$ cat src/rtl/dbat_pkg.sv
// Shared types, constants and helper functions of the decimal block affine transform.
package dbat_pkg;

  localparam int VAL_W  = 34;
  localparam int DIG_W  = 40;
  localparam int IDX_W  = 64;
  localparam int PROD_W = 67;
  localparam int RED_SH = 34;

  typedef logic [VAL_W-1:0]  val_t;
  typedef logic [DIG_W-1:0]  dig_t;
  typedef logic [IDX_W-1:0]  idx_t;
  typedef logic [PROD_W-1:0] prod_t;

  typedef enum logic [1:0] {
    ST_OK    = 2'd0,
    ST_RANGE = 2'd1,
    ST_DIGIT = 2'd2
  } status_t;

  localparam val_t MOD10 = 34'd10000000000;
  localparam val_t MULK  = 34'd3816547291;
  localparam val_t ADDK  = 34'd7261940353;

  localparam idx_t KEYX   = 64'hA5A5F0F01234ABCD;
  localparam idx_t GOLDEN = 64'h9E3779B97F4A7C15;
  localparam idx_t MIX_C1 = 64'hBF58476D1CE4E5B9;
  localparam idx_t MIX_C2 = 64'h94D049BB133111EB;

  localparam logic [35:0] MOD10_X2 = 36'd20000000000;
  localparam logic [68:0] TWO_68   = 69'd1 << 68;
  localparam logic [34:0] RED_RCP  = 35'(TWO_68 / 69'(MOD10));

  localparam logic [31:0] PHI_M1 = 32'd3999999999;

  localparam logic [29:0] DIV1E5_RCP = 30'd703687442;
  localparam int          DIV1E5_SH  = 41;
  localparam logic [16:0] HALF_DEC   = 17'd100000;
  localparam logic [14:0] DIV125_RCP = 15'd16778;
  localparam logic [8:0]  DIV25_RCP  = 9'd328;
  localparam logic [7:0]  DIV10_RCP  = 8'd205;

  localparam int MIX_LAT  = 5;
  localparam int RED_LAT  = 4;
  localparam int MUL_LAT  = 2 + RED_LAT;
  localparam int BCD_LAT  = 4;
  localparam int OFF_IDX  = MIX_LAT + RED_LAT - 1;
  localparam int PRE_IDX  = OFF_IDX + 1;
  localparam int MUL_IDX  = PRE_IDX + MUL_LAT;
  localparam int POST_IDX = MUL_IDX + 1;
  localparam int PIPE_N   = POST_IDX + BCD_LAT + 1;

  typedef struct packed {
    logic        mode;
    logic        over;
    logic        bad;
    val_t        pv;
    val_t        acc;
    val_t        off;
    logic [16:0] lo5;
    logic [16:0] hi5;
    status_t     status;
    logic        big;
  } sb_t;

  function automatic val_t mulmod_c(input val_t a, input val_t b);
    logic [35:0] r;
    r = '0;
    for (int i = VAL_W - 1; i >= 0; i--) begin
      r = (r << 1) % 36'(MOD10);
      if (b[i]) begin
        r = (r + 36'(a)) % 36'(MOD10);
      end
    end
    return val_t'(r);
  endfunction

  function automatic val_t inverse_c(input val_t m);
    val_t res;
    val_t base;
    res  = 34'd1;
    base = m;
    for (int i = 0; i < 32; i++) begin
      if (PHI_M1[i]) begin
        res = mulmod_c(res, base);
      end
      base = mulmod_c(base, base);
    end
    return res;
  endfunction

  localparam val_t MINV = inverse_c(MULK);

  function automatic val_t addmod(input val_t a, input val_t b);
    logic [34:0] s;
    s = 35'(a) + 35'(b);
    return (s >= 35'(MOD10)) ? val_t'(s - 35'(MOD10)) : val_t'(s);
  endfunction

  function automatic val_t submod(input val_t a, input val_t b);
    logic [34:0] s;
    s = 35'(a) + 35'(MOD10) - 35'(b);
    return (a >= b) ? (a - b) : val_t'(s);
  endfunction

endpackage

$ cat src/rtl/dbat_modred.sv
// Four-stage reduction of a wide product modulo ten to the tenth.
module dbat_modred (
  input  logic            clk,
  input  logic            en,
  input  dbat_pkg::prod_t din,
  output dbat_pkg::val_t  dout
);
  import dbat_pkg::*;

  logic [67:0] pr_r, pr_nxt;
  logic [35:0] lo1_r, lo1_nxt;
  logic [35:0] lo2_r, lo2_nxt;
  logic [35:0] qm_r, qm_nxt;
  logic [34:0] r1_r, r1_nxt;
  val_t        out_r, out_nxt;
  logic [33:0] q;
  logic [35:0] r;

  always_comb begin
    pr_nxt  = 68'(din[PROD_W-1:RED_SH]) * 68'(RED_RCP);
    lo1_nxt = din[35:0];
    q       = pr_r[67:RED_SH];
    qm_nxt  = 36'(36'(q) * 36'(MOD10));
    lo2_nxt = lo1_r;
    r       = lo2_r - qm_r;
    r1_nxt  = (r >= MOD10_X2) ? 35'(r - MOD10_X2) : 35'(r);
    out_nxt = (r1_r >= 35'(MOD10)) ? val_t'(r1_r - 35'(MOD10)) : val_t'(r1_r);
  end

  always_ff @(posedge clk) begin
    if (en) begin
      pr_r  <= pr_nxt;
      lo1_r <= lo1_nxt;
      qm_r  <= qm_nxt;
      lo2_r <= lo2_nxt;
      r1_r  <= r1_nxt;
      out_r <= out_nxt;
    end
  end

  assign dout = out_r;

endmodule

$ cat config.mk
export PLATFORM = sky130hd
export DESIGN_NAME = dbat_modred
export DESIGN_NICKNAME = d
export VERILOG_FILES = /design/src/rtl/dbat_pkg.sv /design/src/rtl/dbat_modred.sv
export SDC_FILE = /design/constraint.sdc
export NUM_CORES = 2
export LEC_CHECK = 0
export BUFFER_PORTS_ARGS = -buffer_cell sky130_fd_sc_hd__buf_2
export CAP_MARGIN = 5
export CORE_MARGIN = 5
export CORE_UTILIZATION = 45
export CTS_CLUSTER_SIZE = 24
export DETAILED_ROUTE_END_ITERATION = 12
export GPL_TIMING_DRIVEN = 0
export PLACE_DENSITY = 0.69
export SLEW_MARGIN = 20
export SYNTH_ARGS = -nofsm -noshare
export SYNTH_HDL_FRONTEND = slang
export SYNTH_SLANG_ARGS = --single-unit
$ cat constraint.sdc
create_clock -name clk -period 11.65 [get_ports clk]
set_input_delay 1.165 -clock clk [delete_from_list [all_inputs] [get_ports clk]]
set_output_delay 1.165 -clock clk [all_outputs]
set_load 0.01 [all_outputs]
Word level (Yosys, flattened, before mapping)
Cells that the tools add are included.
- bits in registers: 235
- input bits: 69
- logic and storage cells: 15
- add/sub/neg operators: 3
- multipliers: 2
- muxes and demuxes: 2
- order comparisons: 2
- operators by type and width (operator ; number):
    $mul 33x35->68 const B ; 1
    $ge 36x35->1 const B ; 1
    $sub 36x36->36 ; 1
    $ge 35x34->1 const B ; 1
    $mux 35 ; 1
    $sub 35x35->35 const B ; 1
    $mul 34x24->26 const B ; 1
    $mux 34 ; 1
    $sub 34x34->34 const B ; 1

Logic depth before layout (Yosys ltp)
- word-level depth: 3
- mapped depth: 26
- depth with buffers taken out: 26

Least setup slack after synthesis
Ideal clock, no wire load.
- kind: input port to flip-flop
- from: in din[43]
- to: reg pr_r[47], data pin
- stages on the path: 26
- buffers on the path: 0
- library setup time: 268 ps
- data arrival time: 8162 ps
- slack: 3219 ps
- data required time: 11382 ps
- cell sequence: fa_1 -> inv_1 -> fa_1 -> fa_1 -> inv_1 -> fa_1 -> inv_1 -> fa_1 -> inv_1 -> fa_1 -> fa_1 -> inv_1 -> fa_1 -> inv_1 -> ha_1 -> a21oi_1 -> o211ai_1 -> a211oi_1 -> nand2b_1 -> o211ai_1 -> and2_1 -> o22ai_1 -> a311o_1 -> and4_1 -> a2111oi_1 -> xnor2_1
- word-level cells in the longest chain between the ends: 1
- ends and longest elaborated chain (item ; line ; text):
    start: declaration ; dbat_modred.sv:5 ; input dbat_pkg::prod_t din,
    $mul 33x35->68 ; dbat_modred.sv:20 ; pr_nxt = 68'(din[PROD_W-1:RED_SH]) * 68'(RED_RCP);
    via pr_nxt[47] ; dbat_modred.sv:10 ; logic [67:0] pr_r, pr_nxt;
    end signal: assignment ; dbat_modred.sv:32 ; pr_r <= pr_nxt;
    end: declaration ; dbat_modred.sv:10 ;
The timed path passes the listed nets, and every way through them passes these cells.
A chain may end at the register's enable or synchronous reset.

Final worst setup path
Ends and elaborated chain as after synthesis.

==> metrics <==
H-tree depth=4; area leader, netlist=fa_1; CTS Sinks=193; clock skew=9.74 ps; max cap viols=0; Die Y=276 um; first-pass GRT wire length=113000 um; fin crit period=9720 ps; Max Slew Vio Count=0; initial antenna violation count=0; Top FF cell, synth=edfxtp_1; register area=0.00580 mm^2; layout net count=4067; most common library cells after synthesis=inv_1 (845), fa_1 (649), ha_1 (462), edfxtp_1 (193), xnor2_1 (98); critical path class=in2reg; Clk Tree Root Cell=clkbuf_16; worst setup margin=1930 ps; post-synthesis sequential area ratio=18.2%; worst slew pin tran=933 ps; post-synthesis instance total=2765; post-CTS setup buffers=0; die footprint=0.0762 mm^2; Mapped Nets=3945; count of different cell masters after synthesis=76; IO Count=103; Max-slew headroom=37.4%; Clock transition at path regs=80 ps; placed cells=3808; yosys warns=0; chip width=276 um; setup TNS=0 ps; placed cell area=0.0336 mm^2; r2r endpoint=qm_r[35]; largest net degree at the start of global routing=102; top-count cell post-synth=inv_1; status=completed; Final Cycle Share=83.4%; ys async rst share=0%; CTS Hold Buffers Added=0; Num CTS Buffers=17; CP endpoint kind=register; overall routed net length=68800 um; vias per cell=4.90; Worst Setup Start Kind=primary input; pre-CTS WS=1520 ps; Reg2Reg Depth=20; hpwl dp=61800 um; placer congestion estimate=0.975; CP peak stage delay=850 ps; hold path startpoint=lo1_r[6]; Initial Util=45.4%; Worst Hold Depth=0; via count=18800; crit-path max FO=6; multi-input logic area=0.0229 mm^2; min-delay worst type=reg2reg; fill cell count=6407; post-route cell area=0.0341 mm^2; share of layout cells above drive strength 1=5.66%; cts repair resizes=0; DRC=0; synthesized area per cell=11.5 um^2; GR Util All Layers=18.8%; final setup violation count=0; Pre-Repair DR Iteration Count=5; Synth Cell Area=0.0318 mm^2; post-detailed-route wirelength per cell=17.9 um; Crit-path slowest cell=fa_1; CP startpoint=din[43]; vias in the first global route=20800; area of the core=0.0701 mm^2; antenna-violating nets left=0; final hold vios=0; count of input and output buffers=102; top post-synthesis cells by area=fa_1 (41%), edfxtp_1 (18%), ha_1 (18%), inv_1 (10%), xnor2_1 (2.7%); CTS tree=yes; area grow syn2layout=7.17%; flop2flop setup slack=5330 ps; antenna diode count=0; synthesized flop and latch total=193; worst r2r src=pr_r[39]; worst hold endpoint=lo2_r[6]; row cnt=97; area share of the largest cell type after synthesis=40.8%; number of enable flip-flop cells after synthesis=193; Layout Cells excl Fill=3840; Congestion Overflow GR=0; RSZ-0062 raised after global routing=no; worst skew pair latency=450 ps; CTS Buffer Depth=2; f_max=103 MHz; Req. time, crit path=11850 ps; Starting DRT DRC Count=895; CP dominant cell by count=fa_1; CP arrival=9920 ps
[area by class of cell]
cell class,instances,area share [%]
Tap cell,940,3.45
Timing Repair Buffer,103,1.61
Clock buffer,18,1.26
Clock inverter,14,0.385
Sequential cell,193,17.0
Multi-Input combinational cell,1723,67.0
Buffer,4,0.0770
Inverter,845,9.29
[metal layers]
metal / vias up / global-route usage, % / wire, um
li1: 8825 / - / -
met1: 9399 / 24.7 / 29000
met2: 479 / 32.1 / 33700
met3: 99 / 3.34 / 3820
met4: 0 / 5.67 / 2210
met5: - / 0 / 0
[cells by family (layout without fill, tap and decap cells)]
family	Yosys count	in the layout	share of synthesized area, %
AOI/OAI and AO/OA	232	232	5.08
xor gates and xnor gates	137	137	3.77
adders and majority gates	1111	1111	59.0
buffers and inverters	849	984	10.0
DFF	193	193	18.2
muxes	3	3	0.0943
and+or+nand+nor	240	240	3.86
[placed cells by master, fill, tap and decap left out, types with 17 or more instances in the layout]
cell type / Yosys / final
buf_2: 0 / 101
xor2_1: 39 / 39
nand2_1: 59 / 59
nor2_1: 49 / 49
fa_1: 649 / 649
a21o_1: 30 / 30
o21ai_0: 35 / 35
edfxtp_1: 193 / 193
a21oi_1: 70 / 70
nand3_1: 20 / 20
nand2b_1: 17 / 17
nor3_1: 19 / 19
xnor2_1: 98 / 98
clkbuf_16: 0 / 17
inv_1: 845 / 845
ha_1: 462 / 462
[flip-flops by register name, summed over array words and instances, names as in the netlist]
register  flops
lo2_r        36
r1_r         35
dout         34
lo1_r        34
pr_r         28
qm_r         26
[worst max-delay path by stage]
stage               end  slack, ps  cells after the start
4_1_cts        pr_r[47]       2010                     27
2_1_floorplan  pr_r[47]       3220                     26
3_5_place_dp   pr_r[47]       1520                     27
3_3_place_gp   pr_r[47]       1550                     27
6_report       pr_r[47]       1930                     27
5_1_grt        pr_r[47]       1610                     27
[worst max-delay path, delay by kind of cell]
family	cells	cell delay (ps)
XOR/XNOR	1	100
adder cells (fa/ha/maj)	9	4750
buffers and inverters	7	710
AO/OA/AOI/OAI	7	2540
AND/OR/NAND/NOR	3	630
[per-stage QoR]
step / hold WS, ps / util [%]
floorplan: 400 / -
global placement: 400 / 47.8
detailed placement: 405 / 47.9
CTS: 422 / 48.7
global route: 430 / 48.7
finish: 418 / 48.7
Power is left out: the tool's default activity adds up to more than one toggle a clock period on the data nets, which glitch-free logic cannot reach.
