## config.mk

```make
export PLATFORM = sky130hd
export DESIGN_NAME = dbat_bcd
export DESIGN_NICKNAME = d
export VERILOG_FILES = /design/src/rtl/dbat_pkg.sv /design/src/rtl/dbat_bcd.sv
export SDC_FILE = /design/constraint.sdc
export NUM_CORES = 2
export LEC_CHECK = 0
export BUFFER_PORTS_ARGS = -buffer_cell sky130_fd_sc_hd__buf_2
export CAP_MARGIN = 15
export CELL_PAD_IN_SITES_DETAIL_PLACEMENT = 1
export CELL_PAD_IN_SITES_GLOBAL_PLACEMENT = 1
export CORE_ASPECT_RATIO = 0.75
export CORE_MARGIN = 10
export CORE_UTILIZATION = 50
export DETAILED_ROUTE_END_ITERATION = 16
export PLACE_DENSITY_LB_ADDON = 0.1
export SYNTH_ARGS = -nofsm -noshare
export SYNTH_HDL_FRONTEND = slang
export SYNTH_SLANG_ARGS = --single-unit
```

## constraint.sdc

```tcl
create_clock -name clk -period 21.3 [get_ports clk]
set_clock_uncertainty 0.15 [all_clocks]
set_input_delay 1.065 -clock clk [delete_from_list [all_inputs] [get_ports clk]]
set_output_delay 1.065 -clock clk [all_outputs]
set_load 0.05 [all_outputs]
```

## src/rtl/dbat_pkg.sv

```systemverilog
// Shared types, constants and helper functions of the decimal block affine transform.
package dbat_pkg;

  localparam int VAL_W  = 34;
  localparam int DIG_W  = 40;
  localparam int IDX_W  = 64;
  localparam int PROD_W = 67;
  localparam int RED_SH = 34;

  typedef logic [VAL_W-1:0]  val_t;
  typedef logic [DIG_W-1:0]  dig_t;
  typedef logic [IDX_W-1:0]  idx_t;
  typedef logic [PROD_W-1:0] prod_t;

  typedef enum logic [1:0] {
    ST_OK    = 2'd0,
    ST_RANGE = 2'd1,
    ST_DIGIT = 2'd2
  } status_t;

  localparam val_t MOD10 = 34'd10000000000;
  localparam val_t MULK  = 34'd3816547291;
  localparam val_t ADDK  = 34'd7261940353;

  localparam idx_t KEYX   = 64'hA5A5F0F01234ABCD;
  localparam idx_t GOLDEN = 64'h9E3779B97F4A7C15;
  localparam idx_t MIX_C1 = 64'hBF58476D1CE4E5B9;
  localparam idx_t MIX_C2 = 64'h94D049BB133111EB;

  localparam logic [35:0] MOD10_X2 = 36'd20000000000;
  localparam logic [68:0] TWO_68   = 69'd1 << 68;
  localparam logic [34:0] RED_RCP  = 35'(TWO_68 / 69'(MOD10));

  localparam logic [31:0] PHI_M1 = 32'd3999999999;

  localparam logic [29:0] DIV1E5_RCP = 30'd703687442;
  localparam int          DIV1E5_SH  = 41;
  localparam logic [16:0] HALF_DEC   = 17'd100000;
  localparam logic [14:0] DIV125_RCP = 15'd16778;
  localparam logic [8:0]  DIV25_RCP  = 9'd328;
  localparam logic [7:0]  DIV10_RCP  = 8'd205;

  localparam int MIX_LAT  = 5;
  localparam int RED_LAT  = 4;
  localparam int MUL_LAT  = 2 + RED_LAT;
  localparam int BCD_LAT  = 4;
  localparam int OFF_IDX  = MIX_LAT + RED_LAT - 1;
  localparam int PRE_IDX  = OFF_IDX + 1;
  localparam int MUL_IDX  = PRE_IDX + MUL_LAT;
  localparam int POST_IDX = MUL_IDX + 1;
  localparam int PIPE_N   = POST_IDX + BCD_LAT + 1;

  typedef struct packed {
    logic        mode;
    logic        over;
    logic        bad;
    val_t        pv;
    val_t        acc;
    val_t        off;
    logic [16:0] lo5;
    logic [16:0] hi5;
    status_t     status;
    logic        big;
  } sb_t;

  function automatic val_t mulmod_c(input val_t a, input val_t b);
    logic [35:0] r;
    r = '0;
    for (int i = VAL_W - 1; i >= 0; i--) begin
      r = (r << 1) % 36'(MOD10);
      if (b[i]) begin
        r = (r + 36'(a)) % 36'(MOD10);
      end
    end
    return val_t'(r);
  endfunction

  function automatic val_t inverse_c(input val_t m);
    val_t res;
    val_t base;
    res  = 34'd1;
    base = m;
    for (int i = 0; i < 32; i++) begin
      if (PHI_M1[i]) begin
        res = mulmod_c(res, base);
      end
      base = mulmod_c(base, base);
    end
    return res;
  endfunction

  localparam val_t MINV = inverse_c(MULK);

  function automatic val_t addmod(input val_t a, input val_t b);
    logic [34:0] s;
    s = 35'(a) + 35'(b);
    return (s >= 35'(MOD10)) ? val_t'(s - 35'(MOD10)) : val_t'(s);
  endfunction

  function automatic val_t submod(input val_t a, input val_t b);
    logic [34:0] s;
    s = 35'(a) + 35'(MOD10) - 35'(b);
    return (a >= b) ? (a - b) : val_t'(s);
  endfunction

endpackage

```

## src/rtl/dbat_bcd.sv

```systemverilog
// Four-stage conversion of a binary value below ten to the tenth into ten BCD digits.
module dbat_bcd (
  input  logic           clk,
  input  logic           en,
  input  dbat_pkg::val_t val,
  output dbat_pkg::dig_t digits
);
  import dbat_pkg::*;

  logic [58:0] pr_r, pr_nxt;
  val_t        v1_r, v1_nxt;
  logic [16:0] half_r [2];
  logic [16:0] half_nxt [2];
  logic [6:0]  a_r [2];
  logic [6:0]  a_nxt [2];
  logic [9:0]  b_r [2];
  logic [9:0]  b_nxt [2];
  logic [19:0] dg_r [2];
  logic [19:0] dg_nxt [2];
  logic [16:0] hi;
  logic [3:0]  c [2];
  logic [6:0]  b2 [2];

  function automatic logic [7:0] two_digits(input logic [6:0] n);
    logic [3:0] tens;
    tens = 4'((15'(n) * 15'(DIV10_RCP)) >> 11);
    return {tens, 4'(n - 7'(tens) * 7'd10)};
  endfunction

  always_comb begin
    pr_nxt      = 59'(val[33:5]) * 59'(DIV1E5_RCP);
    v1_nxt      = val;
    hi          = 17'(pr_r >> DIV1E5_SH);
    half_nxt[1] = hi;
    half_nxt[0] = 17'(v1_r - 34'(hi) * 34'(HALF_DEC));
    for (int h = 0; h < 2; h++) begin
      a_nxt[h]  = 7'((29'(half_r[h] >> 3) * 29'(DIV125_RCP)) >> 21);
      b_nxt[h]  = 10'(half_r[h] - 17'(a_nxt[h]) * 17'd1000);
      c[h]      = 4'((17'(b_r[h] >> 2) * 17'(DIV25_RCP)) >> 13);
      b2[h]     = 7'(b_r[h] - 10'(c[h]) * 10'd100);
      dg_nxt[h] = {two_digits(a_r[h]), c[h], two_digits(b2[h])};
    end
  end

  always_ff @(posedge clk) begin
    if (en) begin
      pr_r   <= pr_nxt;
      v1_r   <= v1_nxt;
      half_r <= half_nxt;
      a_r    <= a_nxt;
      b_r    <= b_nxt;
      dg_r   <= dg_nxt;
    end
  end

  assign digits = {dg_r[1], dg_r[0]};

endmodule

```

# Word level (Yosys, flattened, before mapping)
# Index checks and enable logic that the tools add are counted.
# word_totals
reg_bits	182
out_inout_bits	40
# op_classes
add_sub_neg	9
mul	18
# op_table
operator	count
$mul 7x8->15 const B	4
$mul 29x29->57 const B	1
$mul 14x14->27 const B	2
$mul 8x6->14 const B	2
$sub 10x10->10	2
$mul 17x12->12 const B	1
$sub 17x17->17	1
$mul 4x3->3 const B	4
$sub 4x4->4	4
$mul 7x3->7 const B	2
$sub 7x7->7	2
$mul 4x5->5 const B	2

# Depth between registers and ports, before layout
# logic_depth
word_depth	6
depth_mapped	34

# Worst setup path after synthesis
# OpenSTA, ideal clock, no wires.
# synth_timing
kind	reg-to-reg
start	register b_r[4] in the netlist's numbering
end	register dg_r, in the netlist digits[23] (data pin)
arrival_time_ps	7851
t_required_ps	20891
setup_slack_ps	13040
stages_incl_launch_ff	34
n_path_buf	0
period_less_slack_ps	8260
path_cell_list	edfxtp_1 > ha_1 > fa_1 > ha_1 > ha_1 > a21oi_1 > o21ai_1 > a2111oi_2 > nor3_2 > xnor2_1 > inv_1 > xnor2_1 > ha_1 > a21o_1 > maj3_1 > a21oi_1 > xnor2_1 > ha_1 > ha_1 > fa_1 > inv_1 > fa_1 > inv_1 > ha_1 > o211a_1 > o21a_1 > o21ai_0 > a2111oi_0 > o21a_1 > nor2_1 > fa_1 > xor2_1 > xnor2_1 > xnor2_1
# synth_lines
element	line	text
from (decl)	dbat_bcd.sv:16	logic [9:0] b_r [2];
from (signal assigned)	dbat_bcd.sv:51	b_r <= b_nxt;
to (signal assigned)	dbat_bcd.sv:52	dg_r <= dg_nxt;
to (decl)	dbat_bcd.sv:18	logic [19:0] dg_r [2];

==> impl_results.md <==
- Max Slew Vio Count: 0
- Post-synthesis instance total: between 2,000 and 3,000
- Area of the mapped netlist: around 30,000 sq um
- Post-Synthesis Mean Instance Area: ~11 sq um
- Total number of placement rows: slightly below 80
- Post-synthesis to final-layout area growth: 6.57%
- CTS HTree Levels: 4
- Count of input and output buffers: 75
- Async set-reset flop share out of synthesis: 0%
- Worst Path Max Fanout: 5
- Register clock-pin slew on the reported worst setup and hold paths: 0.06 ns
- Number of post-CTS setup repair buffers: 0
- Synth cell types: 59
- Setup TNS after final layout: 0 ns
- Hold buffer count at cts: 0
- Post-synth EDFFs: about 140
- Worst path most repeated cell: ha_1
- Routed Antenna Nets: 0
- Sort of element at the end of the critical path: flip-flop
- Overall die height: between 200 and 250 um
- Clock tree root buffer cell: clkbuf_16
- Worst Max-Slew Pin Slew: between 0.9 and 1 ns
- Clock Sinks: between 100 and 150
- Worst setup startpoint: b_r[4]
- Total Wirelength: 72.0 mm
- Clock buffers created by TritonCTS: 17
- Run status: complete, no violations
- Biggest area consumer among synthesized cells: ha_1
- Leading cell type in the layout, fill and taps excluded: ha_1
- RSZ-0062 raised after global routing: false
- CTS tree: yes
- Final Hold Slack: approximately 0.27 ns
- Layout cells sized above 1: roughly 4.5%
- Detail-routed net length per standard cell: 19.7 um
- Max Freq: roughly 110 MHz
- Antenna Cells: 0
- Final GP Congestion: around 0.85
- Critical hold path startpoint: half_r[0]
- Maximum number of pins on one net before global-route repair: 74
- Number of instances resized during post-cts repair: 0
- Die span in x: about 300 um
- Critical Setup Path Class: flip-flop to flip-flop
- Flop and latch count out of synthesis: 142
- Final setup fails: 0
- Placed wire-length estimate after detailed placement: 62.9 mm
- Final Net Count: between 4,000 and 5,000
- Die footprint: ~70,000 sq um
- DR vias: roughly 19,000
- Total number of yosys warnings: 0
- Area share of the largest cell type after synthesis: around a third
- Synthesized Nets: slightly above 4,000
- Iter 0 DRT Violations: between 700 and 800
- Critical Path RT: ~21 ns
- Type of origin of the critical path: flip-flop
- First-pass DRT Iterations: 5
- Number of hold violations in the final report: 0
- Clock insertion delay at the later pin of the skew report: 0.45 ns
- Wire length of the first global-routing pass: roughly 120 mm
- Worst hold path class: flip-flop to flip-flop
- Residual DRC count: 0
- FF-to-FF Start: b_r[4]
- Via count of the first global-routing pass: ~22,000
- Max_slew headroom: between 30 and 40%
- Total congestion overflow after global routing: 0
- Antenna violations before repair: 0
- Initial core utilization: approximately half
- Number of max-cap violations: 0
- I/O pin total: between 70 and 80
- Slowest stage delay, CP: approximately 0.63 ns
- Commonest cells after routing, fill and taps aside: 840 x ha_1, 811 x inv_1, 418 x fa_1
- Floorplan core area: around 59,000 sq um
- Total global routing track utilization: a little over a fifth
- Family with the most delay on the worst path: adder cells
- Top_reg_cell synth: edfxtp_1
- Final worst-path cycle share: ~43%
- Critical path buffers and inverters: 3
- Crit path time final: 9.18 ns
- Buffer levels on the longest clock path: 2
- Worst Path Arrival: 9.23 ns
- Sequential element share of the synthesized area: approximately 14%
- Largest cells by area after synthesis: ha_1 35%, fa_1 28%, edfxtp_1 14%
- Via density per instance: 5.19
- Cell with the largest stage delay on the worst path: a2111oi_0
==> path summary, 6_finish.rpt <==
path	to	slack (ns)	depth (start not counted)
setup reg to reg	digits[23]	12.12	33
setup / recovery	digits[23]	12.12	33
hold / removal	b_r[0]	0.27	0
hold reg to reg	b_r[0]	0.27	0
==> layout make-up <==
class,instances,area (sq um)
fillers,6435,27200
multi-input cells,1808,22600
flip-flops and latches,142,4260
inverters,811,3040
well taps,790,988
clock buffers,18,429
repair buffers,76,389
clock inverters,14,155
==> metal layers <==
metal	GRT usage (%)	vias to the layer above	share of wire, %
li1	-	9085	-
met4	3.51	0	1.0
met3	2.59	50	3.0
met1	29.7	9669	48
met2	37.1	194	48
met5	0	-	0
==> registers in the layout (all words and copies together) (netlist names) <==
register and flops:
v1_r 17, pr_r 17, b_r 20, a_r 14, half_r 34, digits 40
==> cell usage after synthesis, types with 2 or more instances <==
library cell,number
mux2i_1,3
o211ai_1,6
nand3_1,17
o31ai_1,4
or4_4,2
o21ai_1,2
o21ai_0,32
a21oi_2,2
inv_1,811
nor3_1,20
edfxtp_1,142
or2_2,5
o211a_1,2
a31o_2,2
fa_1,418
a41o_1,3
nor2b_1,11
a211oi_2,2
ha_1,840
a211oi_1,12
a221oi_1,2
o2111ai_1,3
o22ai_1,2
xor2_1,32
a2111oi_0,3
and3_1,6
a31oi_1,6
and4b_1,2
xnor2_1,104
o21bai_1,11
a21oi_1,75
o21a_1,12
nand4_1,11
nand2_1,39
maj3_1,4
nand3b_1,2
a21o_1,36
nor2_1,50
a21boi_0,5
==> cell families (layout without fill, tap and decap cells) <==
| kind of cell | Yosys count | count (layout) | synth area share (%) |
|---|---|---|---|
| AND/OR/NAND/NOR | 172 | 172 | 2.79 |
| XOR/XNOR | 137 | 137 | 4.04 |
| multiplexers | 3 | 3 | 0.101 |
| flip-flops | 142 | 142 | 14.3 |
| buffers and inverters | 811 | 919 | 10.2 |
| adder cells (fa/ha/maj) | 1262 | 1262 | 63.3 |
| AO/OA/AOI/OAI | 234 | 234 | 5.25 |
==> through the flow <==
| step | cell area, sq um | utilization [%] | setup WS (ns) | cells |
|---|---|---|---|---|
| 2_1_floorplan | 29900 | - | 13.04 | 2761 |
| 3_3_place_gp | 31200 | 52.9 | 12.35 | 3627 |
| 3_5_place_dp | 31200 | 52.9 | 12.15 | 3627 |
| 4_1_cts | 31800 | 53.9 | 12.09 | 3659 |
| 5_1_grt | 31800 | 53.9 | 11.52 | 3659 |
| 6_report | 31800 | 53.9 | 12.12 | 3659 |
Power is left out: the tool's default activity adds up to more than one toggle a clock period on the data nets, which glitch-free logic cannot reach.
