**src/rtl/dbat_pkg.sv**
```systemverilog
// Shared types, constants and helper functions of the decimal block affine transform.
package dbat_pkg;

  localparam int VAL_W  = 34;
  localparam int DIG_W  = 40;
  localparam int IDX_W  = 64;
  localparam int PROD_W = 67;
  localparam int RED_SH = 34;

  typedef logic [VAL_W-1:0]  val_t;
  typedef logic [DIG_W-1:0]  dig_t;
  typedef logic [IDX_W-1:0]  idx_t;
  typedef logic [PROD_W-1:0] prod_t;

  typedef enum logic [1:0] {
    ST_OK    = 2'd0,
    ST_RANGE = 2'd1,
    ST_DIGIT = 2'd2
  } status_t;

  localparam val_t MOD10 = 34'd10000000000;
  localparam val_t MULK  = 34'd3816547291;
  localparam val_t ADDK  = 34'd7261940353;

  localparam idx_t KEYX   = 64'hA5A5F0F01234ABCD;
  localparam idx_t GOLDEN = 64'h9E3779B97F4A7C15;
  localparam idx_t MIX_C1 = 64'hBF58476D1CE4E5B9;
  localparam idx_t MIX_C2 = 64'h94D049BB133111EB;

  localparam logic [35:0] MOD10_X2 = 36'd20000000000;
  localparam logic [68:0] TWO_68   = 69'd1 << 68;
  localparam logic [34:0] RED_RCP  = 35'(TWO_68 / 69'(MOD10));

  localparam logic [31:0] PHI_M1 = 32'd3999999999;

  localparam logic [29:0] DIV1E5_RCP = 30'd703687442;
  localparam int          DIV1E5_SH  = 41;
  localparam logic [16:0] HALF_DEC   = 17'd100000;
  localparam logic [14:0] DIV125_RCP = 15'd16778;
  localparam logic [8:0]  DIV25_RCP  = 9'd328;
  localparam logic [7:0]  DIV10_RCP  = 8'd205;

  localparam int MIX_LAT  = 5;
  localparam int RED_LAT  = 4;
  localparam int MUL_LAT  = 2 + RED_LAT;
  localparam int BCD_LAT  = 4;
  localparam int OFF_IDX  = MIX_LAT + RED_LAT - 1;
  localparam int PRE_IDX  = OFF_IDX + 1;
  localparam int MUL_IDX  = PRE_IDX + MUL_LAT;
  localparam int POST_IDX = MUL_IDX + 1;
  localparam int PIPE_N   = POST_IDX + BCD_LAT + 1;

  typedef struct packed {
    logic        mode;
    logic        over;
    logic        bad;
    val_t        pv;
    val_t        acc;
    val_t        off;
    logic [16:0] lo5;
    logic [16:0] hi5;
    status_t     status;
    logic        big;
  } sb_t;

  function automatic val_t mulmod_c(input val_t a, input val_t b);
    logic [35:0] r;
    r = '0;
    for (int i = VAL_W - 1; i >= 0; i--) begin
      r = (r << 1) % 36'(MOD10);
      if (b[i]) begin
        r = (r + 36'(a)) % 36'(MOD10);
      end
    end
    return val_t'(r);
  endfunction

  function automatic val_t inverse_c(input val_t m);
    val_t res;
    val_t base;
    res  = 34'd1;
    base = m;
    for (int i = 0; i < 32; i++) begin
      if (PHI_M1[i]) begin
        res = mulmod_c(res, base);
      end
      base = mulmod_c(base, base);
    end
    return res;
  endfunction

  localparam val_t MINV = inverse_c(MULK);

  function automatic val_t addmod(input val_t a, input val_t b);
    logic [34:0] s;
    s = 35'(a) + 35'(b);
    return (s >= 35'(MOD10)) ? val_t'(s - 35'(MOD10)) : val_t'(s);
  endfunction

  function automatic val_t submod(input val_t a, input val_t b);
    logic [34:0] s;
    s = 35'(a) + 35'(MOD10) - 35'(b);
    return (a >= b) ? (a - b) : val_t'(s);
  endfunction

endpackage

```
**src/rtl/dbat_modred.sv**
```systemverilog
// Four-stage reduction of a wide product modulo ten to the tenth.
module dbat_modred (
  input  logic            clk,
  input  logic            en,
  input  dbat_pkg::prod_t din,
  output dbat_pkg::val_t  dout
);
  import dbat_pkg::*;

  logic [67:0] pr_r, pr_nxt;
  logic [35:0] lo1_r, lo1_nxt;
  logic [35:0] lo2_r, lo2_nxt;
  logic [35:0] qm_r, qm_nxt;
  logic [34:0] r1_r, r1_nxt;
  val_t        out_r, out_nxt;
  logic [33:0] q;
  logic [35:0] r;

  always_comb begin
    pr_nxt  = 68'(din[PROD_W-1:RED_SH]) * 68'(RED_RCP);
    lo1_nxt = din[35:0];
    q       = pr_r[67:RED_SH];
    qm_nxt  = 36'(36'(q) * 36'(MOD10));
    lo2_nxt = lo1_r;
    r       = lo2_r - qm_r;
    r1_nxt  = (r >= MOD10_X2) ? 35'(r - MOD10_X2) : 35'(r);
    out_nxt = (r1_r >= 35'(MOD10)) ? val_t'(r1_r - 35'(MOD10)) : val_t'(r1_r);
  end

  always_ff @(posedge clk) begin
    if (en) begin
      pr_r  <= pr_nxt;
      lo1_r <= lo1_nxt;
      qm_r  <= qm_nxt;
      lo2_r <= lo2_nxt;
      r1_r  <= r1_nxt;
      out_r <= out_nxt;
    end
  end

  assign dout = out_r;

endmodule

```
**src/rtl/dbat_mulmod.sv**
```systemverilog
// Modular product of two values below ten to the tenth, six stages deep.
module dbat_mulmod (
  input  logic           clk,
  input  logic           en,
  input  dbat_pkg::val_t a,
  input  dbat_pkg::val_t k,
  output dbat_pkg::val_t y
);
  import dbat_pkg::*;

  logic [63:0] ll_r, ll_nxt;
  logic [33:0] lh_r, lh_nxt;
  logic [33:0] hl_r, hl_nxt;
  logic [3:0]  hh_r, hh_nxt;
  prod_t       p_r, p_nxt;

  always_comb begin
    ll_nxt = 64'(a[31:0]) * 64'(k[31:0]);
    lh_nxt = 34'(a[31:0]) * 34'(k[33:32]);
    hl_nxt = 34'(a[33:32]) * 34'(k[31:0]);
    hh_nxt = 4'(a[33:32]) * 4'(k[33:32]);
    p_nxt  = prod_t'(ll_r) + (prod_t'(lh_r) << 32) + (prod_t'(hl_r) << 32)
           + (prod_t'(hh_r) << 64);
  end

  always_ff @(posedge clk) begin
    if (en) begin
      ll_r <= ll_nxt;
      lh_r <= lh_nxt;
      hl_r <= hl_nxt;
      hh_r <= hh_nxt;
      p_r  <= p_nxt;
    end
  end

  dbat_modred u_red (
    .clk  (clk),
    .en   (en),
    .din  (p_r),
    .dout (y)
  );

endmodule

```
**config.mk**
```make
export PLATFORM = sky130hd
export DESIGN_NAME = dbat_mulmod
export DESIGN_NICKNAME = d
export VERILOG_FILES = /design/src/rtl/dbat_pkg.sv /design/src/rtl/dbat_modred.sv /design/src/rtl/dbat_mulmod.sv
export SDC_FILE = /design/constraint.sdc
export NUM_CORES = 2
export LEC_CHECK = 0
export BUFFER_PORTS_ARGS = -buffer_cell sky130_fd_sc_hd__buf_4
export CAP_MARGIN = 40
export CORE_MARGIN = 2
export CORE_UTILIZATION = 25
export DETAILED_ROUTE_END_ITERATION = 8
export SLEW_MARGIN = 15
export SYNTH_ARGS = -nofsm -noshare
export SYNTH_HDL_FRONTEND = slang
export SYNTH_SLANG_ARGS = --single-unit
```
**constraint.sdc**
```tcl
create_clock -name clk -period 11.37 [get_ports clk]
set_input_delay 2.274 -clock clk [delete_from_list [all_inputs] [get_ports clk]]
set_output_delay 2.274 -clock clk [all_outputs]
set_load 0.02 [all_outputs]
```
==> After elaboration in Yosys (flattened, before gate mapping) <==
Cells that the tools add are included.
{ "word_totals": {"register_bits": 437, "out_inout_bits": 34, "wordCells": 27, "in_bits": 70} }
{ "classes": {"multipliers": 6, "muxes": 2, "add_sub_neg": 6, "magnitude_cmp": 2} }
{ "op_table": {"columns": ["operator", "n"], "rows": [
  ["33-bit by 35-bit multiplier with 68-bit output, second input constant", 1],
  ["64-bit by 66-bit adder with 67-bit output", 1],
  ["67-bit by 66-bit adder with 67-bit output", 1],
  ["67-bit adder", 1],
  ["32-bit by 32-bit multiplier with 64-bit output", 1],
  ["36-bit by 35-bit greater-or-equal comparator with 1-bit output, second input constant", 1],
  ["36-bit subtractor", 1],
  ["35-bit by 34-bit greater-or-equal comparator with 1-bit output, second input constant", 1],
  ["35-bit two-way mux", 1],
  ["35-bit subtractor, second input constant", 1],
  ["2-bit by 32-bit multiplier with 34-bit output", 1],
  ["32-bit by 2-bit multiplier with 34-bit output", 1],
  ["34-bit by 24-bit multiplier with 26-bit output, second input constant", 1],
  ["34-bit two-way mux", 1],
  ["34-bit subtractor, second input constant", 1],
  ["2-bit by 2-bit multiplier with 3-bit output", 1]
]} }

==> Depth between registers and ports, before layout <==
{ "logic_depth": {"ltp_word": 3, "ltp_mapped": 30, "depth_no_buf": 29} }

==> Cells and area by module <==
A second synthesis with hierarchy kept.
{ "unflattened": {"cells_unflattened": 7668, "area_unflattened_um2": 78507.8} }
{ "by_module_without_submodules": {"columns": ["module", "cells_per_inst", "area_each_um2", "instances", "seq_area_each_um2"], "rows": [
  ["dbat_mulmod", 4745, 45733.9, 1, 6065.8],
  ["dbat_modred", 2923, 32773.9, 1, 5795.6]
]} }

==> Worst setup path after synthesis <==
Ideal clock, no wire load.
{ "synth_path": {"path_type": "input port to flip-flop", "from": "input k[23]", "to": "register ll_r[63], data pin", "arrival_time_ns": 9.303, "required_ns": 11.110, "n_path_buf": 4, "setup_time_ns": 0.260, "stages": 29, "slack_ns": 1.807, "cell_sequence": "clkbuf_1 > clkbuf_1 > nand2_1 > fa_1 > inv_1 > fa_1 > inv_1 > fa_1 > inv_1 > fa_1 > fa_1 > fa_1 > fa_1 > fa_1 > ha_1 > clkbuf_1 > and4_1 > and3_1 > clkbuf_1 > nand3_1 > inv_1 > a2111oi_0 > a21oi_1 > a41oi_1 > o31ai_1 > a21oi_1 > nor2b_1 > o22a_1 > xnor2_1"} }
{ "synth_between": {"elab_chain_len": 1} }
{ "synth_rtl": {"columns": ["item", "line", "rtl"], "rows": [
  ["from (decl)", "dbat_mulmod.sv:6", "input dbat_pkg::val_t k,"],
  ["32-bit by 32-bit multiplier with 64-bit output", "dbat_mulmod.sv:18", "ll_nxt = 64'(a[31:0]) * 64'(k[31:0]);"],
  ["named net ll_nxt[63]", "dbat_mulmod.sv:11", "logic [63:0] ll_r, ll_nxt;"],
  ["to (signal assigned)", "dbat_mulmod.sv:28", "ll_r <= ll_nxt;"],
  ["to (decl)", "dbat_mulmod.sv:11", null]
]} }
The timed path passes the listed nets, and every way through them passes these cells.
A chain may end at the register's enable or synchronous reset.

==> Worst setup path after layout <==
{ "layout_path": {"from": "input k[2]", "to": "register ll_r[63], data pin"} }
Same word-level chain as after synthesis.

==> results.toml <==
[global_routing]
grt_max_degree = 141
grt_util_met1_pct = 18.2
gr-usage-met2_pct = 21.5
grt_pass1_wl_mm = 319
grt.busiest_layer = "met2"
grt_pass1_vias = 54100
track_usage_pct = 13.1
grt_overflow_total = 0
antenna_found_initial = 10
use_met3_pct = 1.67

[layout]
finalNetCount = 9858
num-fill-cells = 32100
layout-drive-gt1-share_pct = 3.37
area_growth_pct = 9.03
final_area_mm2 = 0.0840

[yosys]
synth-compound-area-share_pct = 5.54
synth-edff-count = 395
ys_seq_area_share_pct = 15.4
synth-seq-cells = 395
synth.net_count = 9905
ys_top_cells_by_count = "inv_1, fa_1, ha_1"
ys_types = 77
muxShareOfSynthArea_pct = 0.0390
synth.area.top_cells = "fa_1, edfxtp_1, ha_1"
syn-cell-area_mm2 = 0.0770
synthArstFlopShare_pct = 0
ys.flop_type = "edfxtp_1"
syn_area_per_cell_um2 = 10.4
synth_xor_area_share_pct = 3.13
synthAdderAreaFrac_pct = 54.5
synth_top_area_share_pct = 41.4
synth-simple-area-share_pct = 11.6
synth_top_family_by_area = "adder cells"
synthCells = 7434
synth.most_common_cell = "inv_1"
synth_top_cell_by_area = "fa_1"
yosysWarnings = 0

[timing]
setup_ws_ps = 1410
finalSetupViolCount = 0
finalHoldViolCount = 0
holdWs_ps = 384
worst_slew_pin_slew_ps = 863
max_freq_mhz = 100
relSlewSlack_pct = 42.5
grt_setup_unrepaired = "false"
fin_skew_ps = 50.1
slew_viol_final = 0
min_period_over_period_pct = 87.6
setup_tns_ps = 0
min_period_ps = 9960

[placement]
port_buffers = 103
gp_congestion = 0.916
place_ws_ps = 765
post_dp_cell_area_mm2 = 0.0823
dpl.hpwl_mm = 163

[run_status]
outcome = "complete, no violations"

[drt]
avgRoutedWirePerCell_um = 17.5
via_count = 49900
drcViolationCount = 0
first_pass_iters = 7
via_per_inst = 4.32
antenna_left = 0
totalWireLength_mm = 201
drtIter0Drc = 3052

[worst_setup_path]
cp-startpoint = "k[2]"
r2r-end = "u_red.pr_r[52]"
path_delay_family = "adder cells"
reg2reg_depth = 27
timing.rr.start = "p_r[40]"
worstPathArrival_ps = 10350
critical_path_required_ps = 11760
criticalPathCategory = "in2reg"
cp.buffers_inverters = 5
path_max_fanout = 34
r2r_slack_ps = 2440
slowest_delay_ps = 560
crit_slowest_cell = "fa_1"
cp_common_cell = "fa_1"
critPathLaunchType = "input pin"
endpoint_kind = "flop"

[die]
die_x_um = 559
ioPinCount = 104
die_y_um = 559
core_area_mm2 = 0.306
rows = 203
start_util_pct = 25.2
die-area_mm2 = 0.312

[clocking]
cts_root_buf = "clkbuf_16"
cts_resized = 0
insertion_delay_ps = 640
h-tree-depth = 2
cts_setup_buffers = 0
holdBufCountCts = 0
cts_max_path_buffers = 3
clk_pin_slew_ps = 60
cts_buffers = 51
cts_tree = "yes"
clock_sinks = 395

[run]
drv_cap = 0

[worst_hold_path]
hp-start = "ll_r[28]"
min_delay_worst_endpoint = "p_r[28]"
hp-class = "reg2reg"
holdPathStages = 0
[per-stage QoR]
stage	utilization, %	cells
2_1_floorplan	-	7434
3_3_place_gp	26.9	11400
3_5_place_dp	26.9	11400
4_1_cts	27.4	11500
5_1_grt	27.4	11500
6_report	27.4	11500
[cells in the final DEF (no fill, tap or decap), drive strengths merged, types with 71 or more instances in the layout]
| cell type | synthesis | routed |
|---|---|---|
| inv | 1760 | 1766 |
| xnor2 | 204 | 204 |
| buf | 5 | 135 |
| and2 | 749 | 749 |
| edfxtp | 395 | 395 |
| nor2 | 158 | 158 |
| fa | 1591 | 1591 |
| xor2 | 71 | 71 |
| o21ai | 105 | 105 |
| nand2 | 514 | 514 |
| a21oi | 201 | 201 |
| ha | 810 | 810 |
| a21o | 97 | 97 |
[metal layers]
metal / up-vias / share of wire, %
met5: - / 0
met3: 272 / 5.4
li1: 22700 / -
met1: 25600 / 46
met4: 0 / 2.5
met2: 1320 / 46
[worst register-to-register path: cells and delay by family, from the launching register on]
family,cells,cell delay [ps]
xor+xnor,1,130
flops,1,620
simple gates,5,670
buf+inv,6,520
fa+ha+maj,9,4830
compound gates,6,1900
[kinds of logic (layout without fill, tap and decap cells)]
group | Yosys count | after routing
XOR/XNOR | 275 | 275
multiplexers | 3 | 3
adder cells (fa/ha/maj) | 2401 | 2401
flip-flops | 395 | 395
other | 0 | 3
AND/OR/NAND/NOR | 1710 | 1710
buffers and inverters | 1996 | 1989
AO/OA/AOI/OAI | 654 | 654
[how the worst max path moves through the flow]
stage / cells after the start / endpoint
2_1_floorplan: 29 / ll_r[63]
3_3_place_gp: 27 / ll_r[63]
3_5_place_dp: 27 / ll_r[63]
4_1_cts: 27 / ll_r[63]
5_1_grt: 27 / ll_r[63]
6_report: 27 / ll_r[63]
[flip-flops by register name, indices dropped and copies added (netlist names)]
signal	cells
hh_r	3
hl_r	34
lh_r	34
ll_r	64
p_r	67
u_red.dout	34
u_red.lo1_r	35
u_red.lo2_r	36
u_red.pr_r	27
u_red.qm_r	26
u_red.r1_r	35
[area by class of cell]
cell class | count | area (µm²) | area share [%]
well taps | 4100 | 5130 | 6.11
flip-flops and latches | 395 | 11900 | 14.1
inverters | 1760 | 6610 | 7.87
diodes | 3 | 7.51 | 0.00894
clock buffers | 56 | 1320 | 1.57
multi-input cells | 5043 | 57700 | 68.7
clock inverters | 37 | 325 | 0.387
repair buffers | 136 | 1060 | 1.27
Power is not shown: default switching activity piles up to over one toggle a cycle in this logic, so the estimate is an artifact.
